[config.mk]
export PLATFORM = sky130hd
export DESIGN_NAME = kmc_cell
export DESIGN_NICKNAME = d
export VERILOG_FILES = /design/src/design/kmc_pkg.sv /design/src/design/kmc_cell.sv
export SDC_FILE = /design/constraint.sdc
export NUM_CORES = 2
export LEC_CHECK = 0
export BUFFER_PORTS_ARGS = -buffer_cell sky130_fd_sc_hd__buf_2
export CAP_MARGIN = 20
export CORE_MARGIN = 2
export CORE_UTILIZATION = 50
export DETAILED_ROUTE_END_ITERATION = 10
export PLACE_DENSITY_LB_ADDON = 0.15
export SLEW_MARGIN = 15
export SYNTH_ARGS = -nofsm -noshare
export SYNTH_HDL_FRONTEND = slang
export SYNTH_SLANG_ARGS = --single-unit
export TNS_END_PERCENT = 30
[constraint.sdc]
create_clock -name clk -period 19.1 [get_ports clk]
set_input_delay 1.91 -clock clk [delete_from_list [all_inputs] [get_ports clk]]
set_output_delay 1.91 -clock clk [all_outputs]
set_load 0.005 [all_outputs]
[src/design/kmc_pkg.sv]
// ----------------------------------------------------------------------------
// kmc_pkg
// Shared types and constants of the two-dimensional k-means cluster engine.
// ----------------------------------------------------------------------------
package kmc_pkg;

  localparam int COORD_W      = 16;
  localparam int NUM_CLUSTERS = 4;
  localparam int IDX_W        = 2;
  localparam int NCNT_W       = $clog2(NUM_CLUSTERS + 1);
  localparam int DIST_W       = 2 * COORD_W + 1;
  localparam int CFG_IDX_W    = 2;
  localparam int CFG_DATA_W   = 16;
  localparam int CIU_W        = 3;

  localparam logic [1:0] REQ_POINT  = 2'd0;
  localparam logic [1:0] REQ_UPDATE = 2'd1;
  localparam logic [1:0] REQ_LOAD   = 2'd2;

  localparam logic KIND_POINT  = 1'b0;
  localparam logic KIND_CENTRE = 1'b1;

  localparam logic [CFG_IDX_W-1:0] CFG_CLUSTERS = 2'd0;
  localparam logic [CFG_IDX_W-1:0] CFG_SEED     = 2'd1;

  localparam logic [CIU_W-1:0]   CLUSTERS_RESET = 3'd4;
  localparam logic [COORD_W-1:0] SEED_RESET     = 16'd44257;
  localparam logic [15:0]        LFSR_TAPS      = 16'hB400;
  localparam logic [15:0]        SCALE_NUM      = 16'd51200;

  typedef enum logic [3:0] {
    ST_IDLE,
    ST_PT_WAIT,
    ST_PT_EMIT,
    ST_UP_START,
    ST_RS_STEP,
    ST_RS_SCALE,
    ST_DIV_GO,
    ST_DIV_WAIT,
    ST_UP_EMIT
  } st_t;

  // Token that walks the cell chain for one point.
  typedef struct packed {
    logic               valid;
    logic [COORD_W-1:0] x;
    logic [COORD_W-1:0] y;
    logic               have;
    logic [DIST_W-1:0]  best_d;
    logic [IDX_W-1:0]   best_idx;
    logic               best_full;
  } pt_tok_t;

  // Broadcast control from the sequencer to all cells.
  typedef struct packed {
    logic               load_en;
    logic               acc_en;
    logic               clr;
    logic [IDX_W-1:0]   idx;
    logic [COORD_W-1:0] x;
    logic [COORD_W-1:0] y;
  } cell_ctl_t;

  function automatic logic [15:0] lfsr_step(input logic [15:0] v);
    logic [15:0] r;
    r = v >> 1;
    if (v[0]) begin
      r = r ^ LFSR_TAPS;
    end
    return r;
  endfunction

endpackage

[src/design/kmc_cell.sv]
// ----------------------------------------------------------------------------
// kmc_cell
// One centroid slot: holds the centroid, its sums and member count, and
// compares a passing point token against its centroid.
// ----------------------------------------------------------------------------
module kmc_cell import kmc_pkg::*; #(
  parameter int MAX_POINTS = 256,
  parameter int CELL_ID    = 0,
  localparam int CNT_W     = $clog2(MAX_POINTS + 1),
  localparam int SUM_W     = COORD_W + $clog2(MAX_POINTS)
) (
  input  logic             clk,
  input  logic             rst_n,
  input  logic             active,
  input  pt_tok_t          tok_i,
  input  cell_ctl_t        ctl_i,
  output pt_tok_t          tok_o,
  output logic [SUM_W-1:0] sum_x_o,
  output logic [SUM_W-1:0] sum_y_o,
  output logic [CNT_W-1:0] count_o
);

  logic [COORD_W-1:0]   cx_r, cy_r;
  logic [SUM_W-1:0]     sx_r, sy_r;
  logic [CNT_W-1:0]     cnt_r;
  logic                 a_vld_r;
  pt_tok_t              a_tok_r;
  logic [2*COORD_W-1:0] a_dx2_r, a_dy2_r;
  pt_tok_t              tok_r, tok_nxt;
  logic [COORD_W-1:0]   dx, dy;
  logic [DIST_W-1:0]    dist_sum;
  logic                 take;
  logic                 sel;

  assign sel = (ctl_i.idx == IDX_W'(CELL_ID));
  assign dx  = (tok_i.x >= cx_r) ? tok_i.x - cx_r : cx_r - tok_i.x;
  assign dy  = (tok_i.y >= cy_r) ? tok_i.y - cy_r : cy_r - tok_i.y;

  // First stage: squares of the distances.
  always_ff @(posedge clk) begin
    if (!rst_n) begin
      a_vld_r <= 1'b0;
    end else begin
      a_vld_r <= tok_i.valid;
    end
    a_tok_r <= tok_i;
    a_dx2_r <= dx * dx;
    a_dy2_r <= dy * dy;
  end

  // Second stage: sum and compare; the first active cell always takes the token, a later one only if strictly closer.
  assign dist_sum = {1'b0, a_dx2_r} + {1'b0, a_dy2_r};
  assign take     = active && (!a_tok_r.have || (dist_sum < a_tok_r.best_d));

  always_comb begin
    tok_nxt       = a_tok_r;
    tok_nxt.valid = a_vld_r;
    if (take) begin
      tok_nxt.have      = 1'b1;
      tok_nxt.best_d    = dist_sum;
      tok_nxt.best_idx  = IDX_W'(CELL_ID);
      tok_nxt.best_full = (cnt_r >= CNT_W'(MAX_POINTS));
    end
  end

  always_ff @(posedge clk) begin
    if (!rst_n) begin
      tok_r.valid <= 1'b0;
    end else begin
      tok_r.valid <= tok_nxt.valid;
    end
    tok_r.x         <= tok_nxt.x;
    tok_r.y         <= tok_nxt.y;
    tok_r.have      <= tok_nxt.have;
    tok_r.best_d    <= tok_nxt.best_d;
    tok_r.best_idx  <= tok_nxt.best_idx;
    tok_r.best_full <= tok_nxt.best_full;
  end

  always_ff @(posedge clk) begin
    if (!rst_n) begin
      cx_r  <= '0;
      cy_r  <= '0;
      sx_r  <= '0;
      sy_r  <= '0;
      cnt_r <= '0;
    end else begin
      if (ctl_i.load_en && sel) begin
        cx_r <= ctl_i.x;
        cy_r <= ctl_i.y;
      end
      if (ctl_i.clr) begin
        sx_r  <= '0;
        sy_r  <= '0;
        cnt_r <= '0;
      end else if (ctl_i.acc_en && sel) begin
        sx_r  <= sx_r + SUM_W'(ctl_i.x);
        sy_r  <= sy_r + SUM_W'(ctl_i.y);
        cnt_r <= cnt_r + CNT_W'(1);
      end
    end
  end

  assign tok_o   = tok_r;
  assign sum_x_o = sx_r;
  assign sum_y_o = sy_r;
  assign count_o = cnt_r;

endmodule

Word-level counts from Yosys, hierarchy flattened. Index checks and enable logic that the tools add are counted.

$add $sub $neg: 8. Multipliers: 2. Order comparisons: 4. Mux-type cells: 3. Bitwise logic cells: 1. Reductions and logical operators: 7.

Operators by type and width (number): 16-bit by 16-bit multiplier with 32-bit output (2); 16-bit subtractor (4); 24-bit by 16-bit adder with 24-bit output (2); 36-bit 2-to-1 mux (1); 32-bit by 32-bit adder with 33-bit output (1); 33-bit less-than comparator (1); 16-bit >= comparator (2); 16-bit 2-to-1 mux (2); 9-bit by 1-bit adder with 9-bit output (second input constant) (1); 9-bit >= comparator (second input constant) (1); 1-bit logical AND (3); 2-bit logical NOT (1); 2-bit OR reduction (1); 1-bit logical NOT (1); 1-bit logical OR (1); 1-bit NOT (1).

Register bits after elaboration: 293. Input bits: 110. Output and inout port bits: 127. Logic and storage cells: 46.

Longest topological paths before layout.
Word-level depth: 5. Mapped depth: 39. Mapped depth without buffers: 38.

Worst setup path after synthesis. No wires, ideal clock.

Path type: input to register. Start: in tok_i[53] in the netlist's numbering. End: reg a_dx2_r[31]. Setup time: 0.118 ns. Arrival time: 9.962 ns. Required time: 18.982 ns. Setup slack: 9.020 ns. Stages on the path: 33. Buffers on the path: 2. Cells stage by stage: inv_1 ha_1 inv_1 fa_1 a211oi_2 o211ai_1 a2111oi_2 o31ai_4 a21oi_4 buf_6 mux2i_1 xor2_1 clkbuf_1 nand2_1 fa_1 fa_1 inv_1 fa_1 fa_1 fa_1 inv_1 fa_1 inv_1 ha_1 a21oi_1 o21ai_0 nor4_1 nor2_1 o31a_1 o21a_1 a221o_1 a211o_1 xnor2_1.

Word-level cells in the longest chain between the ends: 3. Elaborated cells on any way between the ends: 5. Classes of those cells: add/sub (2); mul (1); order compare (1); mux (1).

Ends and longest elaborated chain: from (decl) (line kmc_cell.sv:15) `input pt_tok_t tok_i,`; 16-bit subtractor / 16-bit >= comparator (equally long branches) (line kmc_cell.sv:36) `assign dx = (tok_i.x >= cx_r) ? tok_i.x - cx_r : cx_r - tok_i.x;`; 16-bit 2-to-1 mux (*) (line kmc_cell.sv:36); 16-bit by 16-bit multiplier with 32-bit output (*) (line kmc_cell.sv:47) `a_dx2_r <= dx * dx;`; to (signal assigned) (line kmc_cell.sv:47); to (decl) (line kmc_cell.sv:28) `logic [2*COORD_W-1:0] a_dx2_r, a_dy2_r;`.

Every way passes the cells marked *; elsewhere a longest branch is shown, timed or not. A chain may end at the register's enable or synchronous reset.

Worst setup path after layout. Ends and elaborated chain as after synthesis.

==> reports/metrics.csv <==
metric,value,unit
grt_pass1_wl,118000,um
cts_tree,yes,
rr_endpoint,a_dx2_r[31],
fin_nets,4187,
cts.htree.levels,2,
r2r_slack,9.07,ns
path_delay_family,adder cells,
grt_max_degree,57,
layout-drive-gt1-share,12.9,%
rows,87,
ys_warn_count,0,
fillerInstances,5221,
critical_path_buf_inv_count,9,
route.detailed.drc,0,
final-hold-violation-count,0,
viasPerCell,5.29,
fin_crit_sh,58.5,%
setup_ws,7.94,ns
drt-wirelength-per-cell,17.4,um
vias,22092,
grt_pass1_vias,23243,
highest_layer,met5,
hold_buffers,0,
dr_wl_met2,33600,um
fp.dieArea,59100,um2
cts_max_path_buffers,3,
die_x,243,um
fmax,0.0896,GHz
cp_max_fo,22,
setup_tns,0,ns
port_buffers,236,
antenna_found_initial,13,
drv_slew,0,
cts_setup_buffers,0,
worstSetupPathDepth,35,
holdPathEnd,tok_o[53],
start_util,50.6,%
ant_nets,0,
crit_slowest_cell,xor2_1,
cts_resized,0,
clk_pin_slew,0.08,ns
final_cells,4178,
synth.distinct_cells,89,
worst_hold_slack,0.298,ns
synth.yosys.seq_area_share,20.4,%
clock_skew,0.0275,ns
cts_buffers,35,
placedCellCount,4112,
rr_startpoint,cx_r[0],
tightest_slew,1.03,ns
hold_class,reg2reg,
slew-limit-headroom,30.9,%
drt_wl_total,72500,um
wl_met3,4950,um
ys_ff_latch,291,
gp_congestion,0.919,
crit_required,19.54,ns
drv_cap,0,
synth_edf_count,0,
core-area,56500,um2
synth_cells,3181,
async_flop_share,0,%
fin_crit,11.16,ns
rr_worst_depth,33,
boundaryPins,237,
setup_viol,0,
cts_root_buf,clkbuf_16,
overflow,0,
crit_path_start_kind,input port,
dr.pass1.iters,5,
crit_top_cell,fa_1,
final_common_cell,inv_1,
min-delay-start,a_tok_r[53],
syn_avg_cell_area,8.99,um2
die_y,243,um
wl_met1,31900,um
pre_cts_ws,7.41,ns
cts.sinks,291,
worstSetupPathType,in2reg,
synth-main-ff-cell,dfxtp_1,
area_growth,10.9,%
drt_iter0_drc,1081,
cp_slowest_stage_delay,0.82,ns
worstPathArrival,11.60,ns
whs_path_depth,0,
endpoint_kind,flop,
rsz0062_at_grt,false,
grt_use_total,24.8,%
final_cell_mix,"inv_1 (598), ha_1 (354), fa_1 (330)",
hpwlAfterDp,59500,um
insertion_delay,0.56,ns
netlist_area,28600,um2
status,completed,
synth_fp_nets,3975,
synth_stat cells, types with 20 or more instances:
| library cell | number | share of area, % |
|---|---|---|
| a21boi_0 | 37 | 0.97 |
| a21o_1 | 71 | 1.9 |
| a21oi_1 | 186 | 3.3 |
| and3_1 | 22 | 0.48 |
| buf_2 | 20 | 0.35 |
| clkbuf_1 | 46 | 0.60 |
| dfxtp_1 | 291 | 20 |
| fa_1 | 330 | 23 |
| ha_1 | 354 | 15 |
| inv_1 | 598 | 7.9 |
| inv_2 | 25 | 0.33 |
| mux2_2 | 36 | 1.4 |
| nand2_1 | 314 | 4.1 |
| nand2b_1 | 25 | 0.55 |
| nand3_1 | 23 | 0.40 |
| nand4_1 | 24 | 0.53 |
| nor2_1 | 212 | 2.8 |
| nor2b_1 | 26 | 0.57 |
| nor3_1 | 30 | 0.53 |
| o21a_1 | 29 | 0.76 |
| o21ai_0 | 74 | 1.3 |
| xnor2_1 | 89 | 2.7 |
| xor2_1 | 51 | 1.6 |
how the worst max path moves through the flow:
| stage | slack (ns) | start | to |
|---|---|---|---|
| 6_report | 7.94 | tok_i[53] | a_dx2_r[31] |
| 5_1_grt | 7.39 | tok_i[53] | a_dx2_r[28] |
| 4_1_cts | 7.97 | tok_i[53] | a_dx2_r[28] |
| 3_5_place_dp | 7.41 | tok_i[53] | a_dx2_r[28] |
| 3_3_place_gp | 7.62 | tok_i[53] | a_dx2_r[28] |
| 2_1_floorplan | 9.02 | tok_i[53] | a_dx2_r[31] |
registers in the layout (all words and copies together) (netlist names):
signal,flops
a_dy2_r,31
a_dx2_r,31
sum_x_o,24
cx_r,16
cy_r,16
a_vld_r,1
tok_o,70
a_tok_r,69
count_o,9
sum_y_o,24
cell type report:
type                       count  area, um2  area share [%]
multi-input combinational   2183      20000            63.2
sequential                   291       5830            18.4
inverter                     625       2350            7.42
timing repair buffer         257       1340            4.22
clock buffer                  46        977            3.08
tap                          756        946            2.98
clock inverter                16        228           0.718
antenna                        4       10.0          0.0316
worst register-to-register path, delay by kind of cell, from the launching register on:
family,cells,cell delay (ns)
AOI/OAI and AO/OA,11,3.31
xor gates and xnor gates,2,0.95
DFF,1,0.37
and+or+nand+nor,3,0.51
buffers and inverters,7,0.65
muxes,1,0.31
adders and majority gates,9,3.81
cell families (layout without fill, tap and decap cells):
family | Yosys count | in the layout | synth area share (%)
other | 0 | 4 | 0
AND/OR/NAND/NOR | 748 | 748 | 11.7
XOR/XNOR | 153 | 153 | 5.15
multiplexers | 56 | 56 | 2.15
flip-flops | 291 | 291 | 20.4
buffers and inverters | 707 | 944 | 9.64
adder cells (fa/ha/maj) | 684 | 684 | 38.6
AO/OA/AOI/OAI | 542 | 542 | 12.4
through the flow:
stage | instance area (um2) | utilization, %
after floorplan | 28600 | -
after global placement | 30500 | 54.0
after detailed placement | 30500 | 54.0
after CTS | 31700 | 56.1
after global routing | 31700 | 56.1
final | 31700 | 56.1
layer usage:
layer  GRT usage, %  vias to the layer above
met5              0                        -
met4           7.24                       20
met3           5.83                      136
met2           41.2                      612
met1           32.2                    10708
li1               -                    10616
Power is left out: the tool's default activity adds up to more than one toggle a clock period on the data nets, which glitch-free logic cannot reach.
