## src/design/kmc_pkg.sv

```systemverilog
// ----------------------------------------------------------------------------
// kmc_pkg
// Shared types and constants of the two-dimensional k-means cluster engine.
// ----------------------------------------------------------------------------
package kmc_pkg;

  localparam int COORD_W      = 16;
  localparam int NUM_CLUSTERS = 4;
  localparam int IDX_W        = 2;
  localparam int NCNT_W       = $clog2(NUM_CLUSTERS + 1);
  localparam int DIST_W       = 2 * COORD_W + 1;
  localparam int CFG_IDX_W    = 2;
  localparam int CFG_DATA_W   = 16;
  localparam int CIU_W        = 3;

  localparam logic [1:0] REQ_POINT  = 2'd0;
  localparam logic [1:0] REQ_UPDATE = 2'd1;
  localparam logic [1:0] REQ_LOAD   = 2'd2;

  localparam logic KIND_POINT  = 1'b0;
  localparam logic KIND_CENTRE = 1'b1;

  localparam logic [CFG_IDX_W-1:0] CFG_CLUSTERS = 2'd0;
  localparam logic [CFG_IDX_W-1:0] CFG_SEED     = 2'd1;

  localparam logic [CIU_W-1:0]   CLUSTERS_RESET = 3'd4;
  localparam logic [COORD_W-1:0] SEED_RESET     = 16'd44257;
  localparam logic [15:0]        LFSR_TAPS      = 16'hB400;
  localparam logic [15:0]        SCALE_NUM      = 16'd51200;

  typedef enum logic [3:0] {
    ST_IDLE,
    ST_PT_WAIT,
    ST_PT_EMIT,
    ST_UP_START,
    ST_RS_STEP,
    ST_RS_SCALE,
    ST_DIV_GO,
    ST_DIV_WAIT,
    ST_UP_EMIT
  } st_t;

  // Token that walks the cell chain for one point.
  typedef struct packed {
    logic               valid;
    logic [COORD_W-1:0] x;
    logic [COORD_W-1:0] y;
    logic               have;
    logic [DIST_W-1:0]  best_d;
    logic [IDX_W-1:0]   best_idx;
    logic               best_full;
  } pt_tok_t;

  // Broadcast control from the sequencer to all cells.
  typedef struct packed {
    logic               load_en;
    logic               acc_en;
    logic               clr;
    logic [IDX_W-1:0]   idx;
    logic [COORD_W-1:0] x;
    logic [COORD_W-1:0] y;
  } cell_ctl_t;

  function automatic logic [15:0] lfsr_step(input logic [15:0] v);
    logic [15:0] r;
    r = v >> 1;
    if (v[0]) begin
      r = r ^ LFSR_TAPS;
    end
    return r;
  endfunction

endpackage

```

## src/design/kmc_div.sv

```systemverilog
// ----------------------------------------------------------------------------
// kmc_div
// Restoring divider, one quotient bit per cycle, for the centroid means.
// ----------------------------------------------------------------------------
module kmc_div import kmc_pkg::*; #(
  parameter int SUM_W = 24,
  parameter int CNT_W = 9
) (
  input  logic               clk,
  input  logic               rst_n,
  input  logic               start,
  input  logic [SUM_W-1:0]   dividend,
  input  logic [CNT_W-1:0]   divisor,
  output logic               done,
  output logic [COORD_W-1:0] quotient
);

  localparam int STEP_W = $clog2(SUM_W + 1);

  logic [SUM_W-1:0]  q_r;
  logic [CNT_W:0]    rem_r;
  logic [CNT_W-1:0]  dvs_r;
  logic [STEP_W-1:0] step_r;
  logic              busy_r, done_r;
  logic [CNT_W:0]    rem_sh;
  logic              ge;

  assign rem_sh = {rem_r[CNT_W-1:0], q_r[SUM_W-1]};
  assign ge     = (rem_sh >= {1'b0, dvs_r});

  always_ff @(posedge clk) begin
    if (!rst_n) begin
      busy_r <= 1'b0;
      done_r <= 1'b0;
      step_r <= '0;
    end else begin
      done_r <= 1'b0;
      if (start) begin
        busy_r <= 1'b1;
        step_r <= '0;
      end else if (busy_r) begin
        step_r <= step_r + STEP_W'(1);
        if (step_r == STEP_W'(SUM_W - 1)) begin
          busy_r <= 1'b0;
          done_r <= 1'b1;
        end
      end
    end
  end

  always_ff @(posedge clk) begin
    if (start) begin
      q_r   <= dividend;
      rem_r <= '0;
      dvs_r <= divisor;
    end else if (busy_r) begin
      q_r   <= {q_r[SUM_W-2:0], ge};
      rem_r <= ge ? rem_sh - {1'b0, dvs_r} : rem_sh;
    end
  end

  assign done     = done_r;
  assign quotient = q_r[COORD_W-1:0];

endmodule

```

## config.mk

```make
export PLATFORM = sky130hd
export DESIGN_NAME = kmc_div
export DESIGN_NICKNAME = d
export VERILOG_FILES = /design/src/design/kmc_pkg.sv /design/src/design/kmc_div.sv
export SDC_FILE = /design/constraint.sdc
export NUM_CORES = 1
export LEC_CHECK = 0
export BUFFER_PORTS_ARGS = -buffer_cell sky130_fd_sc_hd__buf_2
export CAP_MARGIN = 20
export CORE_AREA = 10 10 95 76
export DETAILED_ROUTE_END_ITERATION = 7
export DIE_AREA = 0 0 105 86
export PLACE_DENSITY = 0.74
export SLEW_MARGIN = 10
export SYNTH_ARGS = -nofsm -noshare
export SYNTH_HDL_FRONTEND = slang
export SYNTH_SLANG_ARGS = --single-unit
```

## constraint.sdc

```tcl
create_clock -name clk -period 2.45 [get_ports clk]
set_input_delay 0.49 -clock clk [delete_from_list [all_inputs] [get_ports clk]]
set_output_delay 0.49 -clock clk [all_outputs]
set_load 0.05 [all_outputs]
```

* Word level (Yosys, flattened, before mapping)
Cells that the tools add are included.
W data, S select, Z words.
** Word-level totals
- Flip-flop bits (word level) :: 49
- Input port bits :: 36
- Output and inout port bits :: 17
- Word-level logic and storage cells :: 22
** Cells by class
- $add $sub $neg :: 2
- Order comparisons :: 1
- Equal/unequal tests :: 1
- Muxes and demuxes :: 7
- Bitwise logic cells :: 2
- Reductions and logical operators :: 3
** Operators by type and width (number)
- $mux W24 :: 2
- $ge A10 B9 Y1 :: 1
- $mux W9 :: 1
- $sub A9 B9 Y9 :: 1
- $add A5 B1 Y5 const B :: 1
- $eq A5 B5 Y1 const B :: 1
- $mux W1 :: 4
- $reduce_or A3 Y1 :: 1
- $not A1 Y1 :: 2
- $reduce_bool A2 Y1 :: 1
- $reduce_or A2 Y1 :: 1

* Logic depth before layout (Yosys ltp)
Gate-level depths: netlist of run 1.
- Word-level depth :: 4
- Depth in mapped cells :: 9
- Depth with buffers taken out :: 9

* Worst setup path before layout of run 1
No wires, ideal clock.
- Path type :: register -> register
- Start :: reg q_r[23]
- End :: reg q_r[0], data pin
- Library setup time :: 0.262 ns
- Arrival :: 2.139 ns
- Required time :: 2.188 ns
- Path slack :: 0.049 ns
- Stages on the path, launching flop included :: 9
- Buffers on the path :: 0
- Period minus slack after synthesis :: 2.401 ns
- Cell sequence :: edfxtp_1 -> inv_1 -> ha_1 -> inv_1 -> fa_1 -> a211oi_1 -> o21a_1 -> o211ai_2 -> mux2_1
** On the way
- Word-level cells in the longest chain between the ends :: 3
** RTL lines
- start: declaration :: line kmc_div.sv:20 : logic [SUM_W-1:0] q_r;
- start signal: assignment :: line kmc_div.sv:53 : q_r <= dividend;
- start signal: assignment :: line kmc_div.sv:57 : q_r <= {q_r[SUM_W-2:0], ge};
- $ge A10 B9 Y1 :: line kmc_div.sv:29 : assign ge = (rem_sh >= {1'b0, dvs_r});
- $mux W24 :: line kmc_div.sv:56 : end else if (busy_r) begin
- $mux W24 :: line kmc_div.sv:52 : if (start) begin
Every way passes these cells. The select of a mux whose other input is x is not followed.
A chain may end at the register's enable or synchronous reset.

* Final worst setup path of run 1
- Start :: reg rem_r[5]
- End :: reg rem_r[8]
** On the way
- Word-level cells in the longest chain between the ends :: 2
- Elaborated cells on any way between the ends :: 3
- Those cells by class :: add/sub: 1; order compare: 1; mux: 1
** RTL lines
- start: declaration :: line kmc_div.sv:21 : logic [CNT_W:0] rem_r;
- start signal: assignment :: line kmc_div.sv:58 : rem_r <= ge ? rem_sh - {1'b0, dvs_r} : rem_sh;
- $sub A9 B9 Y9 / $ge A10 B9 Y1 (equally long branches) :: line kmc_div.sv:58, kmc_div.sv:29
- $mux W9 (*) :: line kmc_div.sv:58
Mark *: on every way between the ends. The rest lies on a longest branch, timed or not.

==> results.txt, run 1 <==
* Final Hold Vio Count: 0
* Total of hold buffers inserted after clock tree synthesis: 0
- Cell types with the highest counts after synthesis: edfxtp_1 (33), mux2_2 (23), nor2_1 (18)
* Worst Path Class, Setup: register to register
- Along the worst hold path, the cell count comes to 1.
- Worst-case reg-to-reg path depth: 6
- Die X-Extent: 105 um
- Sequential fraction of the synthesis area: about 50%
* Number of global-route vias before repair: around 1700
- From synthesis to final layout, the design area changed by 13.92%.
- Headroom to the max-slew limit: a little over three fifths
- At the end of routability-driven placement, the weighted congestion stood at roughly 0.9.
- First-pass GRT wire length: ~8.4 mm
- The synthesized design contains around 50 register bits.
* Yosys cell types: 45
- Full die area: ~9000 sq um
- After the first detailed-routing iteration, the DRC count stood at 84.
- WHS Endpoint: dvs_r[6]$_DFFE_PP_
- Detailed route wirelength on metal3: between 200 and 300 um
- Reg2reg setup slack: between 150 and 200 ps
- The first detailed-routing pass ran for 4 iterations.
* Boundary pin count: 53
* Synthesized instance count: 215
* Count of input and output buffers: 52
* Cell taking the most area after synthesis: edfxtp_1
- Counting I/O delays and the setup requirement, the final critical path takes between 2000 and 2500 ps.
- Depth of the CTS H-tree: 2
- Power per cell area: 690.5 nW/um^2
- After detailed routing, the number of remaining DRC violations is 0.
* DRT met1 WL: 2.439 mm
- Across the VDD grid, the largest voltage drop is between 300 and 400 uV.
- For the final routed database, the setup TNS stands at 0 ps.
* CTS Buffer Depth: 2
- Most frequently used flop master after synthesis: edfxtp_1
- TritonCTS built the clock tree.
- Final setup violation count: 0
- For the worst setup path, the data arrival time is around 2500 ps.
- Initial core utilization: between 40 and 50%
- Clock-pin slew on the worst setup and hold paths: 90 ps
- Type of the tightest min-delay check: input pin to register
* Count of clock tree sinks: slightly below 50
* RSZ-0062 raised after global routing: false
* Number of vias after detailed routing: ~1700
- Wirelength per Cell: ~15 um
* Biggest area contributors in the synthesized netlist: edfxtp_1 (39%), dfxtp_1 (13%), mux2_2 (10%), ha_1 (4.9%), buf_4 (4.7%)
- The root buffer cell chosen for the clock tree is clkbuf_8.
* Maximum number of pins on one net before global-route repair: 45
* Post-route cell area: approximately 2900 sq um
- Post-Route Hold Slack: between 300 and 400 ps
- The flow ran to the end, and the final reports show no timing, DRC or antenna violations.
- The final layout contains routed wiring with a total length of about 5.1 mm.
- Slew at the pin closest to its max-slew limit: approximately 560 ps
- For the final database, setup skew stands at around 10 ps.
- Critical Path Sink Type: register
- Inserted Clock Buffers: 5
- Per-cell via count in the routed design: 5.103
- Static timing analysis puts the maximum clock frequency at between 400 and 500 MHz.
* Post-synthesis average cell area: ~12 sq um
* Global-route congestion overflow total: 0
- In this run the vertical extent of the chip is ~86 um.
- In the finished design, the share of the clock period the worst path needs comes to between 90% and 100%.
- The worst register-to-register path begins at rem_r[5]$_SDFFE_PP0P_.
- In this run the standard cell core region covers roughly 5300 sq um.
- Total track usage: ~11%
- Final antenna diode count: 0
- Async S/R FF share, synth: 0%
- Clk Latency, worst-skew pair: 310 ps
* Routed met2 length: 2.299 mm
- Number of routed nets with antenna violations: 0
* Crit Path Max Fanout: 6
- During synthesis, Yosys emitted a total of 0 warnings.
- Post-layout power: roughly 2 mW
* Count of standard-cell rows: 23
- Slowest Stage Delay on Critical Path: about 460 ps
- Pleak: roughly 1.2 nW
- In the final layout, the share of cells above drive strength 1 is 37.65%.
- At the worst endpoint, the required time is 2680 ps.
- Count of filler cells inserted in the layout: between 400 and 500
- Total half-perimeter wirelength after legalization and detailed placement: between 3 and 4 mm
- The tool flagged a number of max-cap violations equal to 0.
* Hold Crit Start: divisor[6]
- Crit path max-delay cell type: or3_4
* Placed instance area: ~2800 sq um
- STA classifies the critical path startpoint as a register.
- Final net count: ~300
- Number of antenna violations at the first check in global routing: 0
- Cell-by-cell trace of the critical path: ha_1 > nand4b_2 > or3_4 > o211a_2 > or3_1 > a211oi_2
- Highest metal layer used by the detailed router: met4
- When the netlist entered floorplanning its net count stood at between 200 and 300.
* Most instantiated library cell after synthesis: edfxtp_1
- Post-synth EDFFs: 33
- Crit Reg-Reg Endpoint: rem_r[8]$_SDFFE_PP0P_
* Post-synthesis instance area: around 2600 sq um
- The synthesized design devotes to its leading area cell type 38.69% of total area.
* Final slew viol count: 0
[metal layers]
metal	track usage (%)	vias to the layer above
li1	-	850
met1	14.53	788
met2	17.76	38
met3	3.288	8
met4	4.478	0
met5	0	-
[how the worst max path moves through the flow]
stage | to | cells past startpoint | slack, ps | start
after floorplan | q_r[0]$_DFFE_PP_ | 8 | 50 | q_r[23]$_DFFE_PP_
after global placement | rem_r[1]$_SDFFE_PP0P_ | 10 | 120 | q_r[23]$_DFFE_PP_
after detailed placement | rem_r[1]$_SDFFE_PP0P_ | 10 | 30 | q_r[23]$_DFFE_PP_
after CTS | rem_r[4]$_SDFFE_PP0P_ | 10 | 7 | q_r[23]$_DFFE_PP_
after global routing | rem_r[8]$_SDFFE_PP0P_ | 7 | 30 | dvs_r[7]$_DFFE_PP_
final | rem_r[8]$_SDFFE_PP0P_ | 6 | 170 | rem_r[5]$_SDFFE_PP0P_
[sequential cells by signal, indices dropped and copies added, names as in the netlist]
signal	cells
busy_r	1
step_r	5
rem_r	9
dvs_r	9
done	1
q_r	24
[critical path: cells and delay by family, from the launching register on]
family          cells  cell delay (ps)
simple gates        3             1070
compound gates      2              360
flops               1              360
fa+ha+maj           1              420
[what timing repair did]
item | CTS | global route
setup buffers | 0 | 0
endpoints found under the setup margin | 4 | 9
pin swaps | 1 | 1
gates resized for setup | 0 | 5
[cells in the final DEF, fill, tap and decap left out, types with 9 or more instances in the layout]
master    synthesis  layout
buf_2             2      52
edfxtp_1         33      33
mux2_2           23      23
nor2_1           18      18
dfxtp_1          16      16
inv_1            12      12
a21oi_1           9       9
ha_1             10       9
[layout make-up]
cell class / instances / area [sq um] / share of cell area (%)
Multi-Input combinational cell: 130 / 1071 / 36.71
Tap cell: 75 / 93.84 / 3.216
Timing Repair Buffer: 56 / 306.5 / 10.51
Inverter: 12 / 45.04 / 1.544
Sequential cell: 49 / 1311 / 44.94
Clock inverter: 3 / 21.27 / 0.7290
Clock buffer: 5 / 68.82 / 2.358
[report_power, final]
part | total [mW] | switching (mW) | internal [mW]
logic | 0.525 | 0.318 | 0.207
clock network | 0.484 | 0.281 | 0.203
registers | 1.01 | 0.0378 | 0.967
[stage by stage]
step,util (%),instances,setup slack [ps]
final,55.10,330,173.9
after detailed placement,52.98,322,26.94
after CTS,54.68,330,6.578
after global routing,55.10,330,30.43
after global placement,52.98,322,122.6
after floorplan,-,215,49.27
[logic make-up after synthesis]
family	after synthesis	synth area share (%)
buffers and inverters	36	7.719
DFF	49	51.20
muxes	31	13.29
and+or+nand+nor	47	9.917
xor gates and xnor gates	8	2.736
AOI/OAI and AO/OA	33	9.478
adders and majority gates	11	5.667
No activity file was read; power rests on OpenSTA's default activity.
==> run 2: changes to the inputs <==
--- a/config.mk
+++ b/config.mk
@@ -5,11 +5,12 @@
 export SDC_FILE = /design/constraint.sdc
 export NUM_CORES = 1
 export LEC_CHECK = 0
+export ABC_AREA = 1
 export BUFFER_PORTS_ARGS = -buffer_cell sky130_fd_sc_hd__buf_2
 export CAP_MARGIN = 20
-export CORE_AREA = 10 10 95 76
+export CORE_AREA = 10 10 96 77
 export DETAILED_ROUTE_END_ITERATION = 7
-export DIE_AREA = 0 0 105 86
+export DIE_AREA = 0 0 106 87
 export PLACE_DENSITY = 0.74
 export SLEW_MARGIN = 10
 export SYNTH_ARGS = -nofsm -noshare
==> results.txt, run 2 <==
- Die height: 87 um
* Met3 global-route usage: under 10%
* Switching power: about 0.56 mW
* First-pass GRT wire length: between 9 and 10 mm
* Initial core utilization: 47.72%
- The first routing iteration left 129 violations.
- Counting the buffers created by CTS gives 5.
* Boundary pin count: between 50 and 60
- Buffer and inverter count on the worst path: 2
- Net Sw Frac: 29.15%
* Full die area: 9222 sq um
- Total of hold buffers inserted after clock tree synthesis: 0
- Type of the tightest min-delay check: input pin to register
* Maximum clock frequency: approximately 480 MHz
- In the final timing run, aggregate negative setup slack is 0 ps.
- Total track usage: between 10 and 15%
- Time the worst path needs with I/O delays and setup: between 2000 and 2500 ps
* Pleak: 1.548 nW
* CP arrival: ~2300 ps
- Once the clock tree was built, the resizer swapped 0 gates to a different size.
* Relative contribution of combinational cells to total power: 18.5%
- In this run the worst path has a maximum fanout of 11.
* Regs by FF count: q_r x24, dvs_r x9, rem_r x9
- Die X-Extent: 106 um
* Number of global-route vias before repair: ~2100
- The slowest stage of the critical path is the fa_1 cell.
* Clk Latency, worst-skew pair: about 300 ps
- The layer flagged by global routing as most heavily used is met2.
- Dividing the detail-routed wire length by the instance count gives 13.12 um.
* Reg2reg setup slack: 370 ps
- Placed instance area: 2875 sq um
- Traced cell by cell, the critical path runs through inv_1 > ha_1 > inv_1 > fa_1 > nand4_1 > nand2_1 > nand2_2 > nand2_2 > nand2_1 > nand3_1 > nand2_1.
- Kind of cell adding the most delay to the critical path: simple AND/OR/NAND/NOR gates
- Biggest area contributors in the synthesized netlist: edfxtp_1 (37%), nand2_1 (19%), dfxtp_1 (12%), inv_1 (5.5%), buf_4 (5.1%)
- Counting cells, the worst reg-to-reg path comes to 11.
* Post-synthesis instance area: ~2700 sq um
* Post-synthesis average cell area: roughly 8.2 sq um
- Post-synth EDFFs: 33
* Power per cell area: 646.0 nW/um^2
- CTS Buffer Depth: 2
* Met1 Track Usage GR: between 10% and 20%
- Area growth from synthesis to layout: 12.11%
- TritonCTS built the clock tree.
* #FFs+latches synth: 49
- Worst Path Class, Setup: register to register
- Fraction of post-synthesis cell area in the top cell type by area: a little under two fifths
- The library cell used most frequently in the layout, excluding fill and tap cells, is nand2_1.
- On the worst path, the slowest cell contributes a delay of 440 ps.
- For this run, asynchronously set or reset flops after synthesis account for 0%.
* Commonest cells after routing, fill and taps aside: nand2_1 (134), buf_2 (52), inv_1 (39)
- Slew at the pin closest to its max-slew limit: between 400 and 500 ps
- Power Internal: 1.368 mW
- Flip-flop count of the largest register, all copies and words added: 24
* Clock network power share: 30.7%
- The tree is rooted in a clkbuf_8.
- Router iterations before antenna repair: 4
- Total half-perimeter wirelength after legalization and detailed placement: roughly 4.4 mm
* Hold Crit Start: divisor[1]
* Met2 usage in global routing: between 20 and 25%
- Setup violations remaining at the end of the flow were counted as 0.
* Headroom to the max-slew limit: 72.60%
* Warnings, synthesis: 0
- Drc violations: 0
- Status: finished, final reports clean
* Count of input and output buffers: 52
- Wires add up to roughly 5.8 mm.
- The H-tree was split into 2 levels.
- Count of standard-cell rows: 24
- By count the netlist is led by nand2_1 (134), inv_1 (39), edfxtp_1 (33).
* Total of max-cap violations: 0
* WHS Endpoint: dvs_r[1]$_DFFE_PP_
- Period Utilization, post-route: between 80% and 90%
- Count of clock tree sinks: 49
- The final route contains around 2100 vias.
- Crit Reg-Reg Endpoint: rem_r[8]$_SDFFE_PP0P_
* Post-Route Skew: about 12 ps
- Most frequently used flop master after synthesis: edfxtp_1
- Clock-pin slew was measured on the worst setup and hold paths at around 90 ps.
* Most instantiated library cell after synthesis: nand2_1
- Final Hold Vio Count: 0
- The worst setup path is launched from a register.
- The number of antenna violations at the first check in global routing is 0.
* Critical Path Sink Type: register
- At the end of the flow, the number of nets in the layout was slightly above 400.
* RSZ-0062 raised after global routing: false
* Sequential fraction of the synthesis area: 49.20%
- Number of routed nets with antenna violations: 0
* Fraction of layout instances using a drive strength above 1: just over 20%
- Syn nets: around 370
- Final antenna diode count: 0
- The startpoint identified for the worst register-to-register timing path is q_r[23]$_DFFE_PP_.
* Worst endpoint required time: around 2700 ps
- Entering global routing, the biggest net connects 35 pins.
- Sequential power share: around half
* Most prevalent standard cell on the critical path: nand2_1
- IR analysis of the VDD net gives a maximum drop of around 330 uV.
- Per-cell via count in the routed design: around 4.7
* Instance count along the most critical hold path: 1
- The max-slew violation count came to 0.
- Yosys cell types: 25
- Std-Cell Core Area: approximately 5600 sq um
* Global-route congestion overflow total: 0
- Buffers inserted during post-CTS setup optimization: 0
* Global placement routability congestion: roughly 0.90
* Register with the highest flop count: q_r
- The biggest area contributor in the post-synthesis netlist is edfxtp_1.
- Post-route cell area: 2988 sq um
- The filler cells instantiated in the layout total 560.
- Synthesis handed over a netlist of between 300 and 400 instances.
-- run 2: worst max path at each step --
stage / from / slack [ps] / cells past startpoint / end
finish: q_r[23]$_DFFE_PP_ / 370 / 11 / rem_r[8]$_SDFFE_PP0P_
global route: q_r[23]$_DFFE_PP_ / 190 / 11 / rem_r[8]$_SDFFE_PP0P_
CTS: q_r[23]$_DFFE_PP_ / 370 / 11 / rem_r[8]$_SDFFE_PP0P_
detailed placement: q_r[23]$_DFFE_PP_ / 450 / 11 / rem_r[5]$_SDFFE_PP0P_
global placement: q_r[23]$_DFFE_PP_ / 530 / 11 / rem_r[8]$_SDFFE_PP0P_
floorplan: q_r[23]$_DFFE_PP_ / 690 / 9 / q_r[0]$_DFFE_PP_
-- run 2: final cells by class --
type / count / area (sq um) / area share (%)
Timing Repair Buffer: 56 / 290.3 / 9.715
Sequential cell: 49 / 1311 / 43.89
Multi-Input combinational cell: 211 / 1026 / 34.34
Clock inverter: 3 / 43.79 / 1.466
Clock buffer: 5 / 68.82 / 2.303
Tap cell: 78 / 97.59 / 3.266
Inverter: 40 / 150.1 / 5.025
-- run 2: logic make-up (layout without fill, tap and decap cells) --
group	after synthesis	count (layout)	share of synthesized area [%]
simple gates	186	186	29.58
flops	49	49	49.20
buf+inv	65	104	12.30
fa+ha+maj	11	11	5.446
compound gates	9	9	1.831
xor+xnor	5	5	1.643
-- run 2: through the flow --
stage | power (mW) | setup WS, ps | utilization [%] | hold slack, ps | cells
3_5_place_dp | 1.360 | 449.3 | 51.48 | 478.0 | 434
5_1_grt | 2.012 | 191.5 | 53.49 | 346.3 | 442
4_1_cts | 1.945 | 374.6 | 53.49 | 348.6 | 442
2_1_floorplan | 1.289 | 694.5 | - | 447.6 | 325
6_report | 1.930 | 369.6 | 53.49 | 357.7 | 442
3_3_place_gp | 1.350 | 531.1 | 51.48 | 461.8 | 434
-- run 2: worst reg2reg max path, cell delays in order (launching register included) --
cell,delay (ps)
edfxtp_1,360
inv_1,90
ha_1,140
inv_1,60
fa_1,440
nand4_1,150
nand2_1,90
nand2_2,220
nand2_2,180
nand2_1,120
nand3_1,80
nand2_1,80
-- run 2: power by group through the flow --
stage / registers (mW) / clock network, mW / logic (mW)
6_report: 0.981 / 0.592 / 0.357
5_1_grt: 0.990 / 0.629 / 0.393
4_1_cts: 0.982 / 0.602 / 0.360
3_5_place_dp: 1.00 / 0 / 0.360
3_3_place_gp: 0.999 / 0 / 0.351
2_1_floorplan: 0.991 / 0 / 0.298
-- run 2: layer usage --
metal / vias up / part of all wire, % / routed length (um)
met1: 934 / 46 / 2672
met4: 0 / 0.64 / 37
met5: - / 0 / 0
met2: 50 / 49 / 2824
li1: 1086 / - / -
met3: 4 / 4.6 / 264
==> run 3: changes to the inputs <==
--- a/config.mk
+++ b/config.mk
@@ -8,10 +8,10 @@
 export ABC_AREA = 1
 export BUFFER_PORTS_ARGS = -buffer_cell sky130_fd_sc_hd__buf_2
 export CAP_MARGIN = 20
-export CORE_AREA = 10 10 96 77
+export CORE_AREA = 10 10 92 74
 export DETAILED_ROUTE_END_ITERATION = 7
-export DIE_AREA = 0 0 106 87
-export PLACE_DENSITY = 0.74
+export DIE_AREA = 0 0 102 84
+export PLACE_DENSITY = 0.78
 export SLEW_MARGIN = 10
 export SYNTH_ARGS = -nofsm -noshare
 export SYNTH_HDL_FRONTEND = slang
==> constraint.sdc (replaced) <==
create_clock -name clk -period 2.1 [get_ports clk]
set_input_delay 0.42 -clock clk [delete_from_list [all_inputs] [get_ports clk]]
set_output_delay 0.42 -clock clk [all_outputs]
set_load 0.05 [all_outputs]
==> results.txt, run 3 (synthesis results as in run 2) <==
* Register with the highest flop count: q_r
- Depth of the CTS H-tree: 2
- During placement, the flow inserted port buffers numbering 52.
- Number of global-route vias before repair: 2033
- Number of antenna violations at the first check in global routing: 0
- Wirelength per Cell: approximately 13 um
* Slowest Stage Delay on Critical Path: around 430 ps
- Total half-perimeter wirelength after legalization and detailed placement: 4.264 mm
- CTS Buffer Depth: 2
- Router iterations before antenna repair: 5
- Worst VDD drop: roughly 340 uV
* Flip-flop count of the largest register, all copies and words added: 24
- At the worst endpoint, the arrival time is 2180 ps.
* Relative contribution of combinational cells to total power: around 20%
- Period Utilization, post-route: 91.87%
* Clk Latency, worst-skew pair: about 300 ps
- Global routing consumed, on the met3 layer, a little over 3% of the routing resources.
* Most prevalent standard cell on the critical path: nand2_1
* Total of hold buffers inserted after clock tree synthesis: 0
- Most common library cell in the layout ignoring fill and taps: nand2_1
- Total of max-cap violations: 0
- Headroom to the max-slew limit came out at between 70 and 80%.
- Using the TritonRoute via totals, the vias-per-cell ratio works out to approximately 5.
* Worst Path Class, Setup: register to register
- Number of vias after detailed routing: approximately 2100
- Regs by FF count: q_r x24, dvs_r x9, rem_r x9
* Worst-case reg-to-reg path depth: 11
- For this run, the total global-route usage over all layers was measured as between 10% and 20%.
* Instance count along the most critical hold path: 1
- After clock tree synthesis, the setup repair step added 0 buffers.
* Time the worst path needs with I/O delays and setup: 1929 ps
- Power per cell area: 712.2 nW/um^2
- Final setup violation count: 0
- Std-Cell Core Area: between 5000 and 6000 sq um
* First-pass GRT wire length: 9.397 mm
* Gates resized, CTS repair: 0
* Post-layout power: approximately 2.1 mW
* Count of clock tree sinks: around 50
- Iteration-0 DRC Markers: ~160
- Routed WL: 5.547 mm
- Final slew viol count: 0
* Clock network power share: between 20% and 30%
- The count of endpoints failing hold in the final timing report is 0.
- For this run, global-route usage on met1 was measured as roughly 17%.
* Sum Neg Setup Slack: 0 ps
* Final net count: about 400
* Commonest cells after routing, fill and taps aside: nand2_1 (134), buf_2 (52), inv_1 (39)
* Global placement routability congestion: roughly 0.94
- Net switching is ~30% of the power.
- Compared with the post-synthesis result, the final layout area differs by 10.75%.
- The flow ran to the end, and the final reports show no timing, DRC or antenna violations.
- Post-Route Skew: between 4 and 5 ps
- The number of clock buffers added by TritonCTS is 5.
- Cell at the root of the clock tree: clkbuf_8
- Clock tree from TritonCTS: done
* Initial core utilization: roughly 52%
- Drc violations: 0
* Maximum number of pins on one net before global-route repair: 26
* Boundary pin count: between 50 and 60
* Global routing's busiest layer: met2
* Global-route congestion overflow total: 0
* Crit path max-delay cell type: fa_1
* Critical Path Sink Type: register
- Slew at the pin closest to its max-slew limit: roughly 370 ps
- In this run the core area contains 23 standard-cell rows.
- Full die area: approximately 8600 sq um
- Setup repair after global routing left no endpoint under its margin.
- STA classifies the critical path startpoint as a register.
- Number of routed nets with antenna violations: 0
- Maximum clock frequency: between 500 and 600 MHz
- The floorplan step set the die width to just over 100 um.
* Sequential power share: between 50 and 60%
- Die height: around 84 um
* Cell-by-cell trace of the critical path: inv_1 > ha_1 > inv_1 > fa_1 > nand4_1 > nand2_1 > nand2_4 > nand2_4 > nand2_1 > nand3_1 > nand2_1
- Clock-pin slew on the worst setup and hold paths: about 90 ps
- At the worst endpoint, the required time is roughly 2400 ps.
- The path class of the tightest hold or removal check is input pin to register.
- The repair_antennas step left the layout with diodes totalling 0.
- Of all nets on the critical path, the largest fanout is 11.
- The internal power of the cells totals ~1.5 mW.
* Switching power: between 0.6 and 0.7 mW
- Of the cells placed in the final design, the portion with a size suffix greater than 1 is approximately a fifth.
* Met2 usage in global routing: 21.84%
- In this run the static leakage power is roughly 1.5 nW.
* Post-Route Hold Slack: slightly below 300 ps
run 3: routing by layer:
layer | part of all wire (%) | up-vias
li1 | - | 1084
met1 | 44 | 943
met2 | 50 | 59
met3 | 5.6 | 7
met4 | 1.0 | 0
met5 | 0 | -
run 3: metrics by stage:
step	cells	utilization [%]	area, sq um	setup WS, ps
floorplan	325	-	2665	344.5
global placement	418	55.74	2855	181.1
detailed placement	418	55.74	2855	94.98
CTS	426	57.43	2942	75.01
global route	426	57.62	2952	0.8193
finish	426	57.62	2952	170.7
run 3: layout make-up:
cell class / instances / area, sq um
inverters: 40 / 150.1
clock inverters: 3 / 17.52
clock buffers: 5 / 68.82
fillers: 451 / 2171
multi-input cells: 211 / 1036
repair buffers: 56 / 290.3
well taps: 62 / 77.57
flip-flops and latches: 49 / 1311
run 3: power by group through the flow:
| stage | logic (mW) | clock network [mW] | registers, mW |
|---|---|---|---|
| 4_1_cts | 0.415 | 0.562 | 1.15 |
| 3_5_place_dp | 0.414 | 0 | 1.17 |
| 2_1_floorplan | 0.348 | 0 | 1.16 |
| 5_1_grt | 0.459 | 0.596 | 1.16 |
| 3_3_place_gp | 0.408 | 0 | 1.16 |
| 6_report | 0.415 | 0.542 | 1.14 |
run 3: final timing paths:
kind	from	end	slack [ps]
max	q_r[23]$_DFFE_PP_	rem_r[2]$_SDFFE_PP0P_	170
min	divisor[0]	dvs_r[0]$_DFFE_PP_	290
max reg2reg	q_r[23]$_DFFE_PP_	rem_r[2]$_SDFFE_PP0P_	170
min reg2reg	rem_r[7]$_SDFFE_PP0P_	rem_r[7]$_SDFFE_PP0P_	480
run 3: critical path: cells and delay by family, from the launching register on:
| kind | cells | cell delay (ps) |
|---|---|---|
| adders and majority gates | 2 | 580 |
| DFF | 1 | 360 |
| buffers and inverters | 2 | 160 |
| and+or+nand+nor | 7 | 770 |
